<file path="config.mk">
export PLATFORM = sky130hd
export DESIGN_NAME = fru_type_length_field_decoder
export DESIGN_NICKNAME = d
export VERILOG_FILES = /design/src/rtl/ftld_pkg.sv /design/src/rtl/ftld_queue.sv /design/src/rtl/ftld_front.sv /design/src/rtl/ftld_back.sv /design/src/rtl/fru_type_length_field_decoder.sv
export VERILOG_INCLUDE_DIRS = /design/src /design/src/rtl
export SDC_FILE = /design/constraint.sdc
export NUM_CORES = 1
export LEC_CHECK = 0
export BUFFER_PORTS_ARGS = -buffer_cell sky130_fd_sc_hd__buf_4
export CAP_MARGIN = 30
export CORE_UTILIZATION = 60
export DETAILED_ROUTE_END_ITERATION = 10
export GPL_TIMING_DRIVEN = 0
export PLACE_DENSITY = 0.77
export SLEW_MARGIN = 20
export SYNTH_ARGS = -nofsm -noshare
export SYNTH_HDL_FRONTEND = slang
export SYNTH_SLANG_ARGS = --single-unit
export TNS_END_PERCENT = 100
</file>
<file path="constraint.sdc">
create_clock -name clk -period 5.52 [get_ports clk]
set_input_delay 0.552 -clock clk [delete_from_list [all_inputs] [get_ports clk]]
set_output_delay 0.552 -clock clk [all_outputs]
set_load 0.1 [all_outputs]
</file>
<file path="src/rtl/fru_type_length_field_decoder_assert.svh">
// Assertion macros shared by the decoder modules.
`ifndef FRU_TYPE_LENGTH_FIELD_DECODER_ASSERT_SVH
`define FRU_TYPE_LENGTH_FIELD_DECODER_ASSERT_SVH

// Condition must hold on every clock edge out of reset.
`define FTLD_ASSERT_ALWAYS(label, cond) \
	label: assert property (@(posedge clk) disable iff (!arst_n) (cond)) \
		else $error("ftld invariant violated");

// Consequent must hold whenever the antecedent does.
`define FTLD_ASSERT_IMPLIES(label, ante, cons) \
	label: assert property (@(posedge clk) disable iff (!arst_n) (ante) |-> (cons)) \
		else $error("ftld implication violated");

`endif

</file>
<file path="src/rtl/ftld_pkg.sv">
// Types, constants and character tables for the FRU type/length field decoder.
package ftld_pkg;

	localparam int unsigned QUEUE_DEPTH_DEFAULT = 4;

	localparam logic [7:0] END_OF_FIELDS = 8'hC1;
	localparam logic [7:0] SIX_BIT_BIAS  = 8'h20;

	localparam logic [1:0] TYPE_BINARY = 2'd0;
	localparam logic [1:0] TYPE_BCD    = 2'd1;
	localparam logic [1:0] TYPE_SIXBIT = 2'd2;
	localparam logic [1:0] TYPE_ASCII8 = 2'd3;

	typedef enum logic [2:0] {
		JOB_SINGLE = 3'b001,
		JOB_HEX    = 3'b010,
		JOB_SIX    = 3'b100
	} job_kind_t;

	typedef struct packed {
		job_kind_t   kind;
		logic [23:0] word;
		logic [1:0]  field_type;
		logic        last;
		logic        empty;
		logic        end_mark;
	} job_t;

	typedef struct packed {
		logic valid;
		job_t job;
	} job_req_t;

	function automatic logic [7:0] hex_char(input logic [3:0] nib);
		logic [7:0] c;
		if (nib < 4'd10)
			c = 8'h30 + {4'd0, nib};
		else
			c = 8'h57 + {4'd0, nib};
		return c;
	endfunction

	function automatic logic [7:0] bcd_char(input logic [3:0] nib);
		logic [7:0] c;
		case (nib)
			4'd10:   c = 8'h20;
			4'd11:   c = 8'h2D;
			4'd12:   c = 8'h2E;
			4'd13:   c = 8'h3A;
			4'd14:   c = 8'h2C;
			4'd15:   c = 8'h5F;
			default: c = 8'h30 + {4'd0, nib};
		endcase
		return c;
	endfunction

endpackage

</file>
<file path="src/rtl/ftld_queue.sv">
// Request queue between the classifying front and the character back end.
`include "fru_type_length_field_decoder_assert.svh"

module ftld_queue
	import ftld_pkg::*;
#(
	parameter int unsigned DEPTH = QUEUE_DEPTH_DEFAULT
) (
	input  logic     clk,
	input  logic     arst_n,
	input  job_req_t push,
	output logic     full,
	output job_req_t head,
	input  logic     pop
);

	localparam int unsigned PW = (DEPTH > 1) ? $clog2(DEPTH) : 1;
	localparam int unsigned CW = $clog2(DEPTH + 1);

	job_t          mem_q [DEPTH];
	logic [PW-1:0] wr_q;
	logic [PW-1:0] rd_q;
	logic [CW-1:0] count_q;

	logic do_push;
	logic do_pop;

	assign full    = (count_q == CW'(DEPTH));
	assign do_push = push.valid && !full;
	assign do_pop  = pop && (count_q != '0);

	assign head.valid = (count_q != '0);
	assign head.job   = mem_q[rd_q];

	function automatic logic [PW-1:0] bump(input logic [PW-1:0] p);
		logic [PW-1:0] n;
		if (p == PW'(DEPTH - 1))
			n = '0;
		else
			n = p + PW'(1);
		return n;
	endfunction

	always_ff @(posedge clk) begin
		if (do_push)
			mem_q[wr_q] <= push.job;
	end

	always_ff @(posedge clk or negedge arst_n) begin
		if (!arst_n) begin
			wr_q    <= '0;
			rd_q    <= '0;
			count_q <= '0;
		end else begin
			if (do_push)
				wr_q <= bump(wr_q);
			if (do_pop)
				rd_q <= bump(rd_q);
			if (do_push && !do_pop)
				count_q <= count_q + CW'(1);
			else if (do_pop && !do_push)
				count_q <= count_q - CW'(1);
		end
	end

	`FTLD_ASSERT_ALWAYS(a_count_bound, count_q <= CW'(DEPTH))
	`FTLD_ASSERT_IMPLIES(a_no_push_full, push.valid, !full)
	`FTLD_ASSERT_IMPLIES(a_no_pop_empty, pop, count_q != '0)

endmodule

</file>
<file path="src/rtl/ftld_front.sv">
// Front end: accepts stream bytes, tracks field state and issues character requests.
module ftld_front
	import ftld_pkg::*;
(
	input  logic       clk,
	input  logic       arst_n,
	input  logic       in_valid,
	output logic       in_stall,
	input  logic [7:0] data_byte,
	input  logic       q_full,
	output job_req_t   push
);

	logic        in_payload_q;
	logic [1:0]  type_q;
	logic [5:0]  left_q;
	logic [1:0]  cnt_q;
	logic [15:0] grp_q;

	logic       accept;
	logic [5:0] left_n;
	logic       fin;
	logic       has_job;
	job_t       job;

	assign in_stall = q_full;
	assign accept   = in_valid && !q_full;
	assign left_n   = left_q - 6'd1;
	assign fin      = (left_n == 6'd0);

	always_comb begin
		has_job       = 1'b0;
		job.kind      = JOB_SINGLE;
		job.word      = '0;
		job.field_type = type_q;
		job.last      = fin;
		job.empty     = 1'b0;
		job.end_mark  = 1'b0;
		if (!in_payload_q) begin
			job.field_type = data_byte[7:6];
			job.last       = 1'b1;
			if (data_byte == END_OF_FIELDS) begin
				has_job        = 1'b1;
				job.field_type = TYPE_ASCII8;
				job.end_mark   = 1'b1;
			end else if (data_byte[5:0] == 6'd0) begin
				has_job   = 1'b1;
				job.empty = 1'b1;
			end
		end else begin
			case (type_q)
				TYPE_BINARY: begin
					has_job  = 1'b1;
					job.kind = JOB_HEX;
					job.word = {16'd0, data_byte};
				end
				TYPE_BCD: begin
					has_job  = 1'b1;
					job.word = {16'd0, bcd_char(data_byte[3:0])};
				end
				TYPE_SIXBIT: begin
					has_job  = (cnt_q == 2'd2) || fin;
					job.kind = JOB_SIX;
					case (cnt_q)
						2'd0:    job.word = {16'd0, data_byte};
						2'd1:    job.word = {8'd0, data_byte, grp_q[7:0]};
						default: job.word = {data_byte, grp_q};
					endcase
				end
				default: begin
					has_job  = 1'b1;
					job.word = {16'd0, data_byte};
				end
			endcase
		end
	end

	assign push.valid = accept && has_job;
	assign push.job   = job;

	always_ff @(posedge clk) begin
		if (accept && in_payload_q) begin
			if (cnt_q == 2'd0)
				grp_q[7:0] <= data_byte;
			else
				grp_q[15:8] <= data_byte;
		end
	end

	always_ff @(posedge clk or negedge arst_n) begin
		if (!arst_n) begin
			in_payload_q <= 1'b0;
			type_q       <= TYPE_BINARY;
			left_q       <= '0;
			cnt_q        <= '0;
		end else if (accept) begin
			if (!in_payload_q) begin
				if (data_byte != END_OF_FIELDS && data_byte[5:0] != 6'd0) begin
					in_payload_q <= 1'b1;
					type_q       <= data_byte[7:6];
					left_q       <= data_byte[5:0];
					cnt_q        <= '0;
				end
			end else begin
				left_q <= left_n;
				if (fin) begin
					in_payload_q <= 1'b0;
					cnt_q        <= '0;
				end else if (type_q == TYPE_SIXBIT) begin
					if (cnt_q == 2'd2)
						cnt_q <= '0;
					else
						cnt_q <= cnt_q + 2'd1;
				end
			end
		end
	end

endmodule

</file>
<file path="src/rtl/ftld_back.sv">
// Back end: expands queued requests into characters behind an output register.
`include "fru_type_length_field_decoder_assert.svh"

module ftld_back
	import ftld_pkg::*;
(
	input  logic       clk,
	input  logic       arst_n,
	input  job_req_t   head,
	output logic       pop,
	output logic       out_valid,
	input  logic       out_stall,
	output logic [7:0] char_code,
	output logic [1:0] field_type,
	output logic       last_of_field,
	output logic       empty_field,
	output logic       end_marker
);

	logic [1:0] k_q;
	logic       valid_q;
	logic [7:0] char_q;
	logic [1:0] type_q;
	logic       last_q;
	logic       empty_q;
	logic       end_q;

	logic [1:0] k_last;
	logic       load;
	logic       final_char;
	logic [7:0] ch;
	logic [5:0] six;

	always_comb begin
		case (head.job.kind)
			JOB_HEX: k_last = 2'd1;
			JOB_SIX: k_last = 2'd3;
			default: k_last = 2'd0;
		endcase
	end

	always_comb begin
		case (k_q)
			2'd0:    six = head.job.word[5:0];
			2'd1:    six = head.job.word[11:6];
			2'd2:    six = head.job.word[17:12];
			default: six = head.job.word[23:18];
		endcase
	end

	always_comb begin
		case (head.job.kind)
			JOB_HEX: ch = (k_q == 2'd0) ? hex_char(head.job.word[7:4])
			                            : hex_char(head.job.word[3:0]);
			JOB_SIX: ch = {2'b00, six} + SIX_BIT_BIAS;
			default: ch = head.job.word[7:0];
		endcase
	end

	assign load       = head.valid && (!valid_q || !out_stall);
	assign final_char = (k_q == k_last);
	assign pop        = load && final_char;

	always_ff @(posedge clk) begin
		if (load) begin
			char_q  <= ch;
			type_q  <= head.job.field_type;
			last_q  <= head.job.last && final_char;
			empty_q <= head.job.empty;
			end_q   <= head.job.end_mark;
		end
	end

	always_ff @(posedge clk or negedge arst_n) begin
		if (!arst_n) begin
			valid_q <= 1'b0;
			k_q     <= '0;
		end else begin
			if (!valid_q || !out_stall)
				valid_q <= head.valid;
			if (load) begin
				if (final_char)
					k_q <= '0;
				else
					k_q <= k_q + 2'd1;
			end
		end
	end

	assign out_valid     = valid_q;
	assign char_code     = char_q;
	assign field_type    = type_q;
	assign last_of_field = last_q;
	assign empty_field   = empty_q;
	assign end_marker    = end_q;

	`FTLD_ASSERT_IMPLIES(a_mid_request_held, k_q != 2'd0, head.valid)
	`FTLD_ASSERT_IMPLIES(a_empty_is_last, valid_q && empty_q, last_q && char_q == 8'd0)
	`FTLD_ASSERT_IMPLIES(a_end_shape, valid_q && end_q,
		last_q && !empty_q && type_q == TYPE_ASCII8 && char_q == 8'd0)

endmodule

</file>
<file path="src/rtl/fru_type_length_field_decoder.sv">
// Top level of the FRU type/length field decoder.
//
// Input channel: in_valid / in_stall carry one stream byte (data_byte) per
// request, header or payload. Output channel: out_valid / out_stall carry one
// character per request with field_type, last_of_field, empty_field and
// end_marker. A byte is taken whenever the request queue has room; the front
// end turns it into zero or one queued request, the back end expands each
// request into one to four characters, one per cycle while out_stall is low.
// A taken byte's request is written into the queue; the back end then loads
// its characters into the output register that drives the output channel.
// Throughput: one input byte per cycle while the queue has room, and one
// character per cycle while out_stall is low; binary fields (two characters
// per byte) and six-bit groups (four per three bytes) are paced by the
// single-character output. When the receiver stalls, the output register
// holds, the queue fills and in_stall rises once QUEUE_DEPTH requests wait.
// Reset clears the field state, the queue and the output valid; the decoder
// then expects a header byte.
module fru_type_length_field_decoder
	import ftld_pkg::*;
#(
	parameter int unsigned QUEUE_DEPTH = QUEUE_DEPTH_DEFAULT
) (
	input  logic       clk,
	input  logic       arst_n,
	input  logic       in_valid,
	output logic       in_stall,
	input  logic [7:0] data_byte,
	output logic       out_valid,
	input  logic       out_stall,
	output logic [7:0] char_code,
	output logic [1:0] field_type,
	output logic       last_of_field,
	output logic       empty_field,
	output logic       end_marker
);

	job_req_t push;
	job_req_t head;
	logic     q_full;
	logic     pop;

	ftld_front u_front (
		.clk       (clk),
		.arst_n    (arst_n),
		.in_valid  (in_valid),
		.in_stall  (in_stall),
		.data_byte (data_byte),
		.q_full    (q_full),
		.push      (push)
	);

	ftld_queue #(
		.DEPTH (QUEUE_DEPTH)
	) u_queue (
		.clk    (clk),
		.arst_n (arst_n),
		.push   (push),
		.full   (q_full),
		.head   (head),
		.pop    (pop)
	);

	ftld_back u_back (
		.clk           (clk),
		.arst_n        (arst_n),
		.head          (head),
		.pop           (pop),
		.out_valid     (out_valid),
		.out_stall     (out_stall),
		.char_code     (char_code),
		.field_type    (field_type),
		.last_of_field (last_of_field),
		.empty_field   (empty_field),
		.end_marker    (end_marker)
	);

endmodule

</file>
# --- Word-level counts from Yosys, hierarchy flattened ---
# Memories as Yosys holds them, arrays and structs flattened.
# Index checks and enable logic that the tools add are counted.
word_totals:
  ramBits: 128
  out_inout_bits: 15
  register_bits: 50
  input_bits: 12
  wordCells: 123
  mem_count: 1
mem_list:
  columns: ["name", "depth", "width", "rd", "rd_ports_with_merged_regs", "wr", "line_no", "source"]
  rows:
  - ["u_queue.mem_q", 4, 32, 1, 0, 1, "ftld_queue.sv:20", "job_t mem_q [DEPTH];"]
op_classes:
  n_mux: 36
  add_sub_neg: 13
  reduce_logical: 32
  eq_ne: 21
  n_bitwise: 2
  order_cmp: 2
ops:
  columns: ["operator", "n"]
  rows:
  - ["$pmux 24 s2", 2]
  - ["$pmux 8 s6", 1]
  - ["$mux 27", 1]
  - ["$eq 4x4->1 const B", 6]
  - ["$mux 8", 3]
  - ["$add 6x4->7 const A", 3]
  - ["$mux 2", 9]
  - ["$pmux 6 s3", 1]
  - ["$add 7x4->8 const A", 2]
  - ["$pmux 8 s2", 1]
  - ["$logic_not 6->1", 2]
  - ["$mux 6", 2]
  - ["$logic_and 1x1->1", 11]
  - ["$mux 1", 11]
  - ["$eq 2x2->1 const B", 5]
  - ["$add 2x1->2 const B", 4]
  - ["$eq 8x8->1 const B", 1]
  - ["$lt 4x4->1 const B", 2]
  - ["$ne 8x8->1 const B", 1]
  - ["$add 6x6->7 const B", 1]
  - ["$eq 2x1->1 const B", 3]
  - ["$eq 3x3->1 const B", 2]
  - ["$logic_not 2->1", 3]
  - ["$mux 3", 2]
  - ["17 further kinds", 27]

# --- Depth between registers and ports, before layout ---
logic_depth:
  depth_word: 11
  depth_mapped: 12

# --- By module ---
# A second synthesis with hierarchy kept.
unflattened:
  cells_unflattened: 526
  area_unflattened_um2: 8151.6
by_module_without_submodules:
  columns: ["mod", "instances", "cells_each", "area_each_um2", "seq_area_each_um2"]
  rows:
  - ["ftld_queue", 1, 205, 5124.9, 4018.9]
  - ["ftld_front", 1, 209, 1884.3, 755.7]
  - ["ftld_back", 1, 112, 1142.3, 465.4]

# --- Worst setup path before layout ---
# No wires, ideal clock.
synth_timing:
  kind: "register -> register"
  start: "register u_queue.count_q[0]"
  end: "register u_queue.count_q[1]"
  period_less_slack_ns: 4.346
  setup_time_ns: 0.125
  t_arrival_ns: 4.222
  path_buffers: 1
  stages_incl_launch_ff: 9
  slack_ns: 1.174
  required_ns: 5.395
  cell_sequence: "dfrtp_1 -> nor3b_1 -> nand2b_1 -> clkbuf_1 -> nor2_2 -> ha_1 -> inv_1 -> fa_1 -> mux2_2"
synth_between:
  elab_chain_cells: 8
  word_cells_on_any_way: 18
  cone_classes: "add/sub (2); eq/ne (1); mux (2); reduce/logical (13)"
synth_rtl:
  columns: ["element", "line_no", "source"]
  rows:
  - ["from (decl)", "ftld_queue.sv:23", "logic [CW-1:0] count_q;"]
  - ["from (signal assigned)", "ftld_queue.sv:60", "count_q <= count_q + CW'(1);"]
  - ["from (signal assigned)", "ftld_queue.sv:62", "count_q <= count_q - CW'(1);"]
  - ["$eq 3x3->1 *", "ftld_queue.sv:28", "assign full = (count_q == CW'(DEPTH));"]
  - ["named net in_stall", "fru_type_length_field_decoder.sv:26", "output logic in_stall,"]
  - ["$logic_not 1->1 *", "ftld_queue.sv:29, ftld_front.sv:27", null]
  - ["$logic_and 1x1->1", "ftld_front.sv:27", "assign accept = in_valid && !q_full;"]
  - ["$logic_and 1x1->1", "ftld_front.sv:78", "assign push.valid = accept && has_job;"]
  - ["$logic_and 1x1->1 *", "ftld_queue.sv:29", "assign do_push = push.valid && !full;"]
  - ["named net u_queue.do_push", "ftld_queue.sv:25", "logic do_push;"]
  - ["$logic_not 1->1", "ftld_queue.sv:61", "else if (do_pop && !do_push)"]
  - ["$logic_and 1x1->1", "ftld_queue.sv:61", null]
  - ["$reduce_bool 2->1 (no line)", null, null]
# Mark *: on every way through the listed nets, which the timed path passes. The rest lies on a longest branch. The select of a mux whose other input is x is not followed.
# A chain may end at the register's enable or synchronous reset.

# --- Worst setup path after layout ---
layout_timing:
  start: "register u_front.left_q[1]"
  end: "register u_queue.count_q[2]"
layout_between:
  elab_chain_cells: 10
  word_cells_on_any_way: 12
  cone_classes: "add/sub (1); mux (3); reduce/logical (8)"
layout_rtl:
  columns: ["element", "line_no", "source"]
  rows:
  - ["from (decl)", "ftld_front.sv:16", "logic [5:0] left_q;"]
  - ["from (signal assigned)", "ftld_front.sv:101", "left_q <= data_byte[5:0];"]
  - ["from (signal assigned)", "ftld_front.sv:105", "left_q <= left_n;"]
  - ["$sub 6x1->6 *", "ftld_front.sv:28", "assign left_n = left_q - 6'd1;"]
  - ["$logic_not 6->1 *", "ftld_front.sv:29", "assign fin = (left_n == 6'd0);"]
  - ["$logic_or 1x1->1 *", "ftld_front.sv:62", "has_job = (cnt_q == 2'd2) || fin;"]
  - ["$mux 1 *", "ftld_front.sv:51", "case (type_q)"]
  - ["$mux 1 *", "ftld_front.sv:39", "if (!in_payload_q) begin"]
  - ["$logic_and 1x1->1 *", "ftld_front.sv:78", null]
  - ["$logic_and 1x1->1 *", "ftld_queue.sv:29", null]
  - ["named net u_queue.do_push", "ftld_queue.sv:25", null]
  - ["$logic_not 1->1", "ftld_queue.sv:61", null]
  - ["$logic_and 1x1->1", "ftld_queue.sv:61", null]
  - ["$reduce_bool 2->1 (no line)", null, null]
# Mark *: on every way through the listed nets, which the timed path passes. The rest lies on a longest branch.

==> metrics.cfg <==
[status]
status=completed

[global_routing]
grt_pass1_wl_um=25200
grt_pass1_vias=4542
grt-ovfl-total=0
grt_util_all_layers_pct=26.1
grt_max_degree=25
antenna_found_initial=0

[finish]
nFillCells=808
antenna_cells=0
area_growth_pct=13.1
drive_gt1_share_pct=20.6
layout_common_cells=edfxtp_1 (157), nand2_1 (32), nor2_1 (30)
regArea_um2=5240
final_common_cell=edfxtp_1
final_nets=592
fin_area_um2=8960
multi_input_area_um2=2490
final_cell_count_no_fill=745

[floorplanning]
core_um2=12800
die-area_um2=13700
top_level_ports=27
dieWidth_um=117
floorplan.rows=41
die_h_um=117
start_util_pct=62.0

[detailed_routing]
drc=0
wire_per_inst_um=21.7
dr.pass1.iters=5
vias=4612
drt-vias-per-instance=6.19
routed_wl_um=16200
ant_nets=0
first_iter_violations=521

[clock_network]
postCtsSetupBuffers=0
htree_levels=4
clk_pin_slew_worst_paths_ns=0.06
cts-resized-gates=0
clock_path_buffers=2
clk_root_buffer_cell=clkbuf_16
postCtsHoldBufs=0
cts_tree=built
numCtsBuffers=17
clkSinkCount=178
clock_latency_ns=0.43

[timing]
fin_ws_ns=2.25
period_share_pct=59.3
grt_setup_unrepaired=false
fin_skew_ns=0.0100
hold_violations=0
tns_ns=0
layout_min_cycle_time_ns=3.27
maxSlewHeadroom_pct=53.6
final_max_slew_viol_count=0
finalSetupViolCount=0
worst_pin_slew_ns=0.696
fmax_mhz=306

[synth]
synth_top_family_by_area=multiplexers
syn-instance-count=512
ys_ff_latch=178
synth_compound_area_share_pct=9.06
synthAdderAreaFrac_pct=3.09
avgSynthCellArea_um2=15.5
syn_area_um2=7920
async_flop_share_pct=11.8
mappedNetlistNets=543
synth_mux_area_share_pct=10.8
synth-simple-area-share_pct=7.67
synth_ff_type=edfxtp_1
synth-xor-area-share_pct=0.663
yosysSeqAreaShare_pct=66.1
yosys_warnings=0
synth.distinct_cells=70
synth-edff-count=157

[critical_path]
r2r_start=u_front.left_q[1]$_DFFE_PN0P_
required_ns=5.87
crit_fanout=7
worst_ep_arrival_time_ns=3.62
cp-start-kind=flop
crit_path_end_kind=flop
criticalPathCategory=flop to flop
r2r_cells=12
reg2reg_slack_ns=2.25
r2r_end=u_queue.count_q[2]$_DFFE_PN0P_

[placement]
post-place-ws_ns=2.30
dp.cells=714
io_buffer_count=26
dp_hpwl_um=11000
routabilityCongestion=0.916
dpl_cell_area_um2=8420

[power_and_ir_drop]
net-switching-power_mw=2.26
swShare_pct=38.9
p_per_area_nw_per_um2=649
p_clk_share_pct=19.2
power.leakage_nw=3.18
ir_worst_vdd_uv=319
p_comb_share_pct=43.6
internal-power_mw=3.55
p_seq_share_pct=37.2

[job]
drv_cap=0

[hold_path]
min_path_type=primary input to async pin

==> routing by layer <==
layer,wire (um),track usage [%],part of all wire (%),up-vias
met4,333,10.1,2.1,0
met1,7050,36.5,44,2305
met2,7800,40.6,48,181
met3,968,5.87,6.0,25
met5,0,0,0,-
li1,-,-,-,2101
==> worst max-delay path by stage <==
| stage | start | to | slack (ns) | cells after the start |
|---|---|---|---|---|
| floorplan | u_queue.count_q[0]$_DFFE_PN0P_ | u_queue.count_q[1]$_DFFE_PN0P_ | 1.17 | 8 |
| global placement | u_front.left_q[1]$_DFFE_PN0P_ | u_queue.mem_q[3][22]$_DFFE_PP_ | 1.73 | 7 |
| detailed placement | u_front.left_q[1]$_DFFE_PN0P_ | u_queue.count_q[2]$_DFFE_PN0P_ | 2.30 | 12 |
| CTS | u_front.left_q[1]$_DFFE_PN0P_ | u_queue.count_q[2]$_DFFE_PN0P_ | 2.27 | 12 |
| global route | u_front.left_q[1]$_DFFE_PN0P_ | u_queue.count_q[2]$_DFFE_PN0P_ | 2.11 | 12 |
| finish | u_front.left_q[1]$_DFFE_PN0P_ | u_queue.count_q[2]$_DFFE_PN0P_ | 2.25 | 12 |
==> registers in the layout, indices dropped and copies added (netlist names), 2 cells and up <==
register,cells
u_back.char_code,8
u_front.left_q,6
u_front.type_q,2
u_queue.wr_q,2
u_back.k_q,2
u_queue.rd_q,2
u_queue.mem_q,128
u_front.grp_q,16
u_back.field_type,2
u_front.cnt_q,2
u_queue.count_q,3
==> cell families after synthesis <==
kind of cell               Yosys count
AOI/OAI and AO/OA                  101
xor gates and xnor gates             6
adders and majority gates           19
buffers and inverters               46
DFF                                178
muxes                               45
and+or+nand+nor                    117
==> cell type report <==
| cell class | instances | share of cell area (%) |
|---|---|---|
| well taps | 172 | 2.40 |
| multi-input cells | 288 | 27.7 |
| plain buffers | 23 | 1.30 |
| inverters | 23 | 0.963 |
| flip-flops and latches | 178 | 58.5 |
| repair buffers | 30 | 3.07 |
| clock buffers | 19 | 4.83 |
| clock inverters | 12 | 1.21 |
==> power groups by stage <==
stage	Clock, mW	Combinational (mW)	Sequential (mW)
detailed placement	0	2.52	2.19
global placement	0	2.43	2.17
floorplan	0	1.54	2.52
global route	1.17	2.75	2.20
finish	1.12	2.53	2.16
CTS	1.12	2.53	2.16
==> metrics by stage <==
stage | power [mW] | utilization (%) | hold slack, ns
after floorplan | 4.06 | - | 0.256
after global placement | 4.60 | 65.2 | 0.460
after detailed placement | 4.70 | 65.9 | 0.463
after CTS | 5.81 | 70.2 | 0.00858
after global routing | 6.12 | 70.2 | 0.0223
final | 5.81 | 70.2 | 0.00686
==> critical path: stages, from the launching register on <==
cell,delay [ns]
dfrtp_1,0.42
inv_1,0.09
ha_1,0.16
or3b_2,0.46
nor4_2,0.44
o22ai_1,0.19
nor2_2,0.33
ha_1,0.25
inv_1,0.06
fa_1,0.37
xor2_1,0.15
nor2_1,0.11
xor2_1,0.16
==> cells in the mapped netlist, types with 3 or more instances <==
cell,number,area (um2)
nor3b_1,4,30.0
nor2_1,30,113
mux4_2,27,608
ha_1,18,225
a21oi_1,17,85.1
a22o_1,10,87.6
xor2_1,3,26.3
clkbuf_1,16,60.1
dfrtp_1,21,526
nand2b_1,4,25.0
mux2i_1,5,50.1
o22ai_1,5,31.3
buf_2,3,15.0
nand2_1,32,120
a22oi_1,8,60.1
a21o_1,3,22.5
inv_1,23,86.3
mux2_2,8,90.1
and2_1,16,100
a31oi_1,4,25.0
nor3_1,8,40.0
mux4_1,3,78.8
nand3_1,5,25.0
edfxtp_1,157,4710
xnor2_1,3,26.3
o21ai_0,21,105
Note: power is estimated with default switching activity, not from simulation.
